<file path="src/rtl/core/lbws_pkg.sv">
`timescale 1ns / 1ps
// ----------------------------------------------------------------------------
// lbws_pkg: shared types and constants for the Legendre band window sum unit
// Field widths, status codes, the queued command word and the Q30 clamp.
// ----------------------------------------------------------------------------
package lbws_pkg;

	// Fixed field widths
	localparam int MP_W = 10;      // multipole fields
	localparam int X_W = 32;       // angle cosine, P_k values
	localparam int SUM_W = 32;     // band_sum output
	localparam int ST_W = 2;       // status output
	localparam int FRAC_W = 30;    // Q30 fraction bits

	// Quotient bits of the two dividers (magnitude bounds of the quotients)
	localparam int TERM_QUO_W = 28;
	localparam int REC_QUO_W = X_W;

	// Parameter defaults
	localparam int MAX_MULTIPOLE_DEF = 1023;
	localparam int QUEUE_DEPTH_DEF = 2;

	localparam logic signed [X_W-1:0] ONE_Q30 = 32'sh4000_0000;
	localparam logic signed [X_W:0] ONE_WIDE = 33'sh0_4000_0000;
	localparam logic signed [X_W:0] NEG_ONE_WIDE = -ONE_WIDE;

	// Status codes
	localparam logic [ST_W-1:0] ST_OK = 2'd0;
	localparam logic [ST_W-1:0] ST_FIRST_ZERO = 2'd1;
	localparam logic [ST_W-1:0] ST_SAT = 2'd2;

	// Classification of an accepted word
	typedef enum logic [1:0] {
		CMD_RUN   = 2'd0,
		CMD_ZERO  = 2'd1,
		CMD_EMPTY = 2'd2
	} cmd_kind_t;

	// Command word passed from front to back
	typedef struct packed {
		cmd_kind_t              kind;
		logic signed [X_W-1:0]  x;
		logic [MP_W-1:0]        first;
		logic [MP_W-1:0]        last;
	} cmd_t;

	// Clamp a value to [-1.0, 1.0] in Q30
	function automatic logic signed [X_W-1:0] clamp_q30(input logic signed [X_W:0] v);
		logic signed [X_W-1:0] r;
		if (v > ONE_WIDE) begin
			r = ONE_Q30;
		end else if (v < NEG_ONE_WIDE) begin
			r = -ONE_Q30;
		end else begin
			r = v[X_W-1:0];
		end
		return r;
	endfunction

endpackage

</file>
<file path="src/rtl/core/lbws_front.sv">
`timescale 1ns / 1ps
// ----------------------------------------------------------------------------
// lbws_front: input word classification
// Clamps the cosine and the last multipole, sorts each word into run, zero
// or empty band, and pushes it into the command queue.
// ----------------------------------------------------------------------------
module lbws_front import lbws_pkg::*; #(
	parameter int MAX_MULTIPOLE = MAX_MULTIPOLE_DEF
) (
	input  logic                   in_valid,
	output logic                   in_stall,
	input  logic signed [X_W-1:0]  angle_cosine,
	input  logic [MP_W-1:0]        first_multipole,
	input  logic [MP_W-1:0]        last_multipole,
	input  logic                   q_full,
	output logic                   q_push,
	output cmd_t                   q_cmd
);

	logic [MP_W-1:0] last_sat;

	// Last multipole limited to the configured maximum
	always_comb begin
		if (32'(last_multipole) > 32'(MAX_MULTIPOLE)) begin
			last_sat = MP_W'(MAX_MULTIPOLE);
		end else begin
			last_sat = last_multipole;
		end
	end

	// Build the command word
	always_comb begin
		q_cmd.x = clamp_q30({angle_cosine[X_W-1], angle_cosine});
		q_cmd.first = first_multipole;
		q_cmd.last = last_sat;
		if (first_multipole == '0) begin
			q_cmd.kind = CMD_ZERO;
		end else if (first_multipole > last_sat) begin
			q_cmd.kind = CMD_EMPTY;
		end else begin
			q_cmd.kind = CMD_RUN;
		end
	end

	// Accept whenever the queue has room
	assign in_stall = q_full;
	assign q_push = in_valid && !q_full;

endmodule

</file>
<file path="config.mk">
export PLATFORM = sky130hd
export DESIGN_NAME = lbws_front
export DESIGN_NICKNAME = d
export VERILOG_FILES = /design/src/rtl/core/lbws_pkg.sv /design/src/rtl/core/lbws_front.sv
export SDC_FILE = /design/constraint.sdc
export NUM_CORES = 1
export LEC_CHECK = 0
export ABC_AREA = 1
export BUFFER_PORTS_ARGS = -buffer_cell sky130_fd_sc_hd__buf_2
export CAP_MARGIN = 20
export CORE_MARGIN = 2
export CORE_UTILIZATION = 36
export DETAILED_ROUTE_END_ITERATION = 16
export PLACE_DENSITY = 0.86
export REMOVE_ABC_BUFFERS = 1
export SLEW_MARGIN = 0
export SYNTH_ARGS = -nofsm -noshare
export SYNTH_HDL_FRONTEND = slang
export SYNTH_SLANG_ARGS = --single-unit
</file>
<file path="constraint.sdc">
create_clock -name vclk -period 1.3
set_input_delay 0.195 -clock vclk [all_inputs]
set_output_delay 0.195 -clock vclk [all_outputs]
set_load 0.005 [all_outputs]
</file>
==> results.ini <==
[final_layout]
area_growth_pct = 86.0
drive_gt1_share_pct = 69.5
n_clock_buffer = 0
diodes = 0
fill_cells = 199
register_area_um2 = 0
finish.instance_area_mm2 = 0.00182
final_nets = 345
multi_input_comb_area_um2 = 910
seq_cells = 0

[critical_path]
path_max_fanout = 8
endpoint_kind = output pin
cpPeakStageDelay_ns = 0.21
worstPathCellList = buf_6, or2_1, nor2_1, nand2_1, nor2_2, nor2_4, clkbuf_16, nor2_2, buf_2
cp-startpoint = angle_cosine[2]
cp.required_ns = 1.11
worstSetupPathType = in -> out
start_kind = input pin
cp_common_cell = nor2_2
crit_arrival_ns = 1.26
cp_slowest_cell = or2_1
endpoint = q_cmd[32]

[global_routing]
grt.overflow.total = 0
grt_pass1_vias = 1161
grt_pass1_wl_um = 4550
antenna_found_initial = 0
grt_use_total_pct = 16.8
grt_max_degree = 31

[route]
routedWlPerCell_um = 11.3
vias = 1430
viasPerCell = 4.63
ant_nets = 0
drc = 0
drt_iter0_drc = 83
first_pass_iters = 4
drt-total-wl_um = 3480

[die]
core_area_mm2 = 0.00252
die-area_mm2 = 0.00315
die_h_um = 56.2
rows = 18
initial_core_util_pct = 38.8
io_pins = 110
die_w_um = 56.2

[synthesis]
syn_inst = 179
synth_compound_area_share_pct = 3.07
yosys.area_share.simple_pct = 56.2
synth_xor_area_share_pct = 0
synth_mux_area_share_pct = 0
synth_cell_types = 17
avgSynthCellArea_um2 = 5.47
synth_area_um2 = 980
yosys.area_share.adder_pct = 12.8
synthTopCellsByArea = nand2_1, nor2_2, buf_4, ha_1, nor2_1
yosys.cell_count.top_type = nand2_1
synthTopCellsByCount = nand2_1, nor2_2, nor2_1, buf_4, inv_1
synth_top_family_by_area = simple AND/OR/NAND/NOR gates
seq_area_frac_synth_pct = 0
yosysTopAreaCell = nand2_1
netlist.area_leader.share_pct = 19.5
yosysWarnings = 0

[run]
drv_cap = 0

[placed_design]
portBuffers = 110
pre_cts_slack_ns = -0.195
place_area_mm2 = 0.00153
hpwl_um = 2590
gp_congestion = 0.859

[sta]
max_slew_margin_pct = 85.9
period_needed_ns = 1.46
setup_violations = 32
tightestPinTransition_ns = 0.211
rsz0062_at_grt = true
slew_viol_final = 0
finalHoldViolCount = 0
hold_ws_ns = 0.564
timing.fmax_ghz = 0.685
fin_crit_sh_pct = 112
setup_slack_ns = -0.160

[clock_network]
postCtsSetupBuffers = 0

[min_path]
hold_class = in -> out

[run_status]
status = complete, but fails checks
violations = setup timing

[power]
powerDensity_mw_per_mm2 = 338
power_uw = 616
power.leakage_uw = 0.00103
vdd_drop_max_mv = 0.236

[how the worst min path moves through the flow]
| stage | from | endpoint | cells past startpoint |
|---|---|---|---|
| floorplan | q_full | in_stall | 0 |
| global placement | last_multipole[3] | q_cmd[3] | 2 |
| detailed placement | last_multipole[3] | q_cmd[3] | 2 |
| finish | last_multipole[8] | q_cmd[8] | 2 |
| CTS | last_multipole[3] | q_cmd[3] | 2 |
| global route | last_multipole[9] | q_cmd[9] | 2 |
[cell usage in the layout, fill, tap and decap left out]
| cell | netlist | layout |
|---|---|---|
| a21boi_2 | 0 | 1 |
| a21oi_1 | 2 | 2 |
| buf_12 | 0 | 3 |
| buf_2 | 0 | 101 |
| buf_4 | 21 | 14 |
| buf_6 | 3 | 7 |
| buf_8 | 0 | 2 |
| clkbuf_16 | 0 | 1 |
| ha_1 | 10 | 1 |
| ha_4 | 0 | 9 |
| inv_1 | 18 | 10 |
| inv_2 | 0 | 7 |
| inv_4 | 0 | 1 |
| nand2_1 | 51 | 47 |
| nand2_2 | 0 | 2 |
| nand2_4 | 0 | 2 |
| nand3_1 | 4 | 1 |
| nand3_2 | 0 | 3 |
| nand4_1 | 1 | 1 |
| nor2_1 | 28 | 20 |
| nor2_2 | 29 | 31 |
| nor2_4 | 3 | 9 |
| o21ai_1 | 0 | 1 |
| o21bai_1 | 1 | 1 |
| or2_1 | 1 | 1 |
| or2_4 | 0 | 1 |
[power by group]
part           switching [uW]  leakage [uW]  internal, uW
clock                       0             0             0
sequential                  0             0             0
combinational             290       0.00103           326
[through the flow]
step                setup TNS [ns]  std cells  util, %
floorplan                   -15.51        151        -
global placement             -3.82        308     60.7
CTS                          -2.77        308     63.6
global route                 -5.57        309     72.2
detailed placement           -3.88        308     60.7
finish                       -3.62        309     72.2
[metal layers]
| metal | vias to the layer above | part of all wire (%) | track usage (%) | wire length, um |
|---|---|---|---|---|
| met1 | 614 | 35 | 17.2 | 1220 |
| met3 | 8 | 10 | 4.19 | 349 |
| met4 | 0 | 2.2 | 1.70 | 78 |
| li1 | 720 | - | - | - |
| met2 | 88 | 53 | 34.6 | 1830 |
| met5 | - | 0 | 0 | 0 |
[timing repair]
| action | 4_1_cts | 5_1_grt |
|---|---|---|
| endpoints found under the setup margin | 31 | 32 |
| cloned | 0 | 1 |
| pin swaps | 4 | 16 |
| resized for setup | 14 | 44 |
| hold buffers | 0 | 0 |
[cell families (layout without fill, tap and decap cells)]
family          Yosys count  in the layout
compound gates            5              5
fa+ha+maj                10             10
simple gates            118            118
buf+inv                  46            146
[layout make-up]
cell class | instances | area share (%)
tap | 30 | 2.06
inverter | 18 | 3.85
timing repair buffer | 128 | 44.2
multi-input combinational | 133 | 49.9
[critical path: cells and delay by family]
family                 cells  cell delay [ns]
and+or+nand+nor            6             0.68
buffers and inverters      3             0.38
Note: power is estimated with default switching activity, not from simulation.
