File: src/rtl/core/lbws_pkg.sv
`timescale 1ns / 1ps
// ----------------------------------------------------------------------------
// lbws_pkg: shared types and constants for the Legendre band window sum unit
// Field widths, status codes, the queued command word and the Q30 clamp.
// ----------------------------------------------------------------------------
package lbws_pkg;

	// Fixed field widths
	localparam int MP_W = 10;      // multipole fields
	localparam int X_W = 32;       // angle cosine, P_k values
	localparam int SUM_W = 32;     // band_sum output
	localparam int ST_W = 2;       // status output
	localparam int FRAC_W = 30;    // Q30 fraction bits

	// Quotient bits of the two dividers (magnitude bounds of the quotients)
	localparam int TERM_QUO_W = 28;
	localparam int REC_QUO_W = X_W;

	// Parameter defaults
	localparam int MAX_MULTIPOLE_DEF = 1023;
	localparam int QUEUE_DEPTH_DEF = 2;

	localparam logic signed [X_W-1:0] ONE_Q30 = 32'sh4000_0000;
	localparam logic signed [X_W:0] ONE_WIDE = 33'sh0_4000_0000;
	localparam logic signed [X_W:0] NEG_ONE_WIDE = -ONE_WIDE;

	// Status codes
	localparam logic [ST_W-1:0] ST_OK = 2'd0;
	localparam logic [ST_W-1:0] ST_FIRST_ZERO = 2'd1;
	localparam logic [ST_W-1:0] ST_SAT = 2'd2;

	// Classification of an accepted word
	typedef enum logic [1:0] {
		CMD_RUN   = 2'd0,
		CMD_ZERO  = 2'd1,
		CMD_EMPTY = 2'd2
	} cmd_kind_t;

	// Command word passed from front to back
	typedef struct packed {
		cmd_kind_t              kind;
		logic signed [X_W-1:0]  x;
		logic [MP_W-1:0]        first;
		logic [MP_W-1:0]        last;
	} cmd_t;

	// Clamp a value to [-1.0, 1.0] in Q30
	function automatic logic signed [X_W-1:0] clamp_q30(input logic signed [X_W:0] v);
		logic signed [X_W-1:0] r;
		if (v > ONE_WIDE) begin
			r = ONE_Q30;
		end else if (v < NEG_ONE_WIDE) begin
			r = -ONE_Q30;
		end else begin
			r = v[X_W-1:0];
		end
		return r;
	endfunction

endpackage

File: src/rtl/core/lbws_cmd_queue.sv
`timescale 1ns / 1ps
// ----------------------------------------------------------------------------
// lbws_cmd_queue: command queue between front and back
// Small register FIFO; lets the front keep accepting while the back works.
// ----------------------------------------------------------------------------
module lbws_cmd_queue import lbws_pkg::*; #(
	parameter int DEPTH = QUEUE_DEPTH_DEF
) (
	input  logic  clk,
	input  logic  arst_n,
	input  logic  push,
	input  cmd_t  push_cmd,
	output logic  full,
	input  logic  pop,
	output logic  empty,
	output cmd_t  head
);

	localparam int PW = (DEPTH > 1) ? $clog2(DEPTH) : 1;
	localparam int CW = $clog2(DEPTH + 1);

	cmd_t           entry_q [DEPTH];
	logic [PW-1:0]  wr_q;
	logic [PW-1:0]  rd_q;
	logic [CW-1:0]  cnt_q;

	assign full = (cnt_q == CW'(DEPTH));
	assign empty = (cnt_q == '0);
	assign head = entry_q[rd_q];

	// Pointers and fill count
	always_ff @(posedge clk or negedge arst_n) begin
		if (!arst_n) begin
			wr_q <= '0;
			rd_q <= '0;
			cnt_q <= '0;
		end else begin
			if (push) begin
				wr_q <= (wr_q == PW'(DEPTH - 1)) ? '0 : wr_q + PW'(1);
			end
			if (pop) begin
				rd_q <= (rd_q == PW'(DEPTH - 1)) ? '0 : rd_q + PW'(1);
			end
			case ({push, pop})
				2'b10:   cnt_q <= cnt_q + CW'(1);
				2'b01:   cnt_q <= cnt_q - CW'(1);
				default: cnt_q <= cnt_q;
			endcase
		end
	end

	// Entry storage
	always_ff @(posedge clk) begin
		if (push) begin
			entry_q[wr_q] <= push_cmd;
		end
	end

endmodule

File: config.mk
export PLATFORM = sky130hd
export DESIGN_NAME = lbws_cmd_queue
export DESIGN_NICKNAME = d
export VERILOG_FILES = /design/src/rtl/core/lbws_pkg.sv /design/src/rtl/core/lbws_cmd_queue.sv
export SDC_FILE = /design/constraint.sdc
export NUM_CORES = 1
export LEC_CHECK = 0
export ABC_AREA = 1
export BUFFER_PORTS_ARGS = -buffer_cell sky130_fd_sc_hd__buf_2
export CAP_MARGIN = 20
export CORE_MARGIN = 5
export CORE_UTILIZATION = 55
export CTS_CLUSTER_SIZE = 10
export DETAILED_ROUTE_END_ITERATION = 12
export GPL_ROUTABILITY_DRIVEN = 0
export HOLD_SLACK_MARGIN = 0.08
export PLACE_DENSITY = 0.85
export SYNTH_ARGS = -nofsm -noshare
export SYNTH_HDL_FRONTEND = slang
export SYNTH_SLANG_ARGS = --single-unit
File: constraint.sdc
create_clock -name clk -period 6.5 [get_ports clk]
set_input_delay 0.65 -clock clk [delete_from_list [all_inputs] [get_ports clk]]
set_output_delay 0.65 -clock clk [all_outputs]
set_load 0.02 [all_outputs]
==> key figures <==
Worst setup path
  – Critical Path RT: 5.85 ns
  – CP max stage cell: dfrtp_4
  – Crit path max-delay family: flip-flops
  – Critical Path Fanout Max: 109
  – Critical path class: reg2out
  – Critical path arrival: 1.96 ns
  – Slowest stage delay, CP: 1.07 ns
  – CP bufs+invs: 1
  – Startpoint Class: register
  – WP depth: 2
  – Crit path cell chain: o21ai_0, buf_2
  – Critical Path End Type: output pin
  – Reg2Reg Depth: 2

Synthesis
  – Dominant cells by area after synthesis: edfxtp_1 (77%), inv_1 (5.3%), nand2_1 (5.2%)
  – Synth Area in Simple Gates: 5.77%
  – Main combinational cell family by area after synthesis: buffers and inverters
  – Netlist cell types: 16
  – Register bit total from synthesis: 112
  – Most common cell in the synthesized netlist: edfxtp_1
  – Share of synthesized registers carrying an async set or reset: 3.57%
  – Cells after Synth: 306
  – Post-synth top cells: edfxtp_1 (108), inv_1 (60), nand2_1 (59)
  – Synth Flop Type: edfxtp_1
  – Synth Area in Adders: 0.296%
  – Post-synth EDFFs: 108
  – Post-Synth XOR/XNOR Area: 0.622%
  – YS warnings: 0
  – Syn nets: 365
  – Post-synthesis mux area share: 0%
  – Synth Cell Area: 4230 um^2
  – Post-Syn Area per Cell: 13.8 um^2
  – Post-synthesis compound-gate area fraction: 6.93%
  – Seq/Total Area, Yosys: 79.1%
  – Yosys top cell area share: 76.8%
  – Cell taking the most area after synthesis: edfxtp_1

Pwr
  – Lkg Pwr: 0.00218 uW
  – VDD IR max: 0.326 mV
  – PD cells: 425 nW/um^2

Routing
  – Via density: 4.73
  – Drt drc: 0
  – Post-route ant nets: 0
  – Wire length per cell: 13.7 um
  – Initial DRC Count: 112
  – Via count: 2,495
  – Routed wire length: 7250 um
  – 1st-pass router iterations: 4

STA
  – Final period utilization: 40.2%
  – RSZ-0062 raised after global routing: false
  – PnR worst setup slack: 3.89 ns
  – Tmin final: 2.61 ns
  – Endpoints failing hold: 0
  – Measured slew at the worst slew-check pin: 0.958 ns
  – Fmax: 383 MHz
  – Clk_skew: 0.00848 ns
  – Setup violations, final: 0
  – Final Max Slew Viols: 0
  – Slew headroom: 36.1%
  – Sum Neg Setup Slack: 0 ns
  – Worst hold slack: 0.472 ns

Place
  – HPWL Detailed: 4990 um
  – IO buf count: 113
  – Pre-CTS setup slack: 4.23 ns

Clock tree
  – H-tree depth: 3
  – Post-CTS Setup Inserts: 0
  – Root buffer cell: clkbuf_8
  – Hold-fix buffers, CTS: 1
  – Max clock buf depth: 2
  – Reg clk slew, reported paths: 0.11 ns
  – CTS sink cnt: 112
  – Inserted Clock Buffers: 9
  – CTS resizes: 0
  – Clk_lat worst skew: 0.36 ns
  – CTS tree: done

Status
  – Status: finished, final reports clean

Final layout
  – ANT cells: 0
  – Area growth from synthesis to layout: 20.0%
  – Final nets: 480
  – Share of cells above drive strength 1: 32.9%
  – Final core utilization: 66.7%

Global routing
  – First-pass GRT wire length: 11,800 um
  – Largest net degree at the start of global routing: 110
  – Initial antenna violation count: 0
  – Total grt overflow: 0
  – Vias in the first global route: 2,577
  – Gr usage total: 15.8%

Floorplan
  – Die X: 97.7 um
  – Floorplan row count: 32
  – Die extent in y: 97.7 um
  – Starting density of the core: 55.5%
  – Core footprint: 7610 um^2
  – I/O Pins: 114
  – Die area: 9540 um^2

Worst hold path
  – Worst hold path stage count: 1
  – Worst hold path type: in2reg

Flow run
  – Max-cap violation count: 0
[registers in the layout, summed over array words and instances, names as in the netlist]
register / flops
entry_q: 108
rd_q: 1
cnt_q: 2
wr_q: 1
[logic make-up after synthesis]
| kind of cell | Yosys count |
|---|---|
| DFF | 112 |
| adders and majority gates | 1 |
| xor gates and xnor gates | 3 |
| AOI/OAI and AO/OA | 54 |
| buffers and inverters | 72 |
| and+or+nand+nor | 64 |
[final cells by class]
class / count / area (um^2)
Sequential cell: 112 / 3350
Fill cell: 572 / 2530
Timing Repair Buffer: 116 / 603
Multi-Input combinational cell: 122 / 583
Inverter: 60 / 225
Tap cell: 102 / 128
Clock buffer: 9 / 124
Clock inverter: 7 / 62.6
[through the flow]
| stage | instance area, um^2 | instances | power [uW] |
|---|---|---|---|
| 5_1_grt | 5070 | 528 | 2290 |
| 2_1_floorplan | 4230 | 306 | 1560 |
| 6_report | 5070 | 528 | 2150 |
| 3_3_place_gp | 4860 | 510 | 1780 |
| 3_5_place_dp | 4880 | 511 | 1810 |
| 4_1_cts | 5070 | 528 | 2190 |
[cells in the final DEF (no fill, tap or decap)]
cell type and instances:
clkinv_2 1, nand2_1 59, nand3_1 1, clkinvlp_4 2
inv_2 1, inv_8 3, clkbuf_8 9, xor2_1 2
o21ai_0 43, ha_1 1, edfxtp_1 108, nand4_1 1
inv_1 59, buf_4 1, nor2_1 2, buf_2 113
dfrtp_4 1, clkinv_4 1, o21ai_2 6, xnor2_1 1
dlygate4sd3_1 1, o21ai_1 5, nor2_4 1, buf_12 1
dfrtp_1 3
[worst paths after layout]
| kind | startpoint | end | slack, ns |
|---|---|---|---|
| worst max-delay path | rd_q$_DFFE_PN0P_ | head[37] | 3.89 |
| worst min-delay path | push_cmd[4] | entry_q[1][4]$_DFFE_PP_ | 0.47 |
| worst max register to register | wr_q$_DFFE_PN0P_ | entry_q[0][36]$_DFFE_PP_ | 4.63 |
| worst min register to register | cnt_q[1]$_DFFE_PN0P_ | cnt_q[1]$_DFFE_PN0P_ | 0.54 |
| max in group asynchronous | arst_n | rd_q$_DFFE_PN0P_ | 5.74 |
| min in group asynchronous | arst_n | cnt_q[1]$_DFFE_PN0P_ | 0.62 |
[power by group]
part / switching, uW / internal, uW
Sequential: 127 / 958
Combinational: 471 / 222
Clock: 231 / 147
[routing by layer]
metal,wire length (um),GRT usage (%)
met3,331,2.66
met4,78,7.77
met2,4050,29.6
met5,0,0
met1,2780,17.1
No activity file was read; power rests on OpenSTA's default activity.
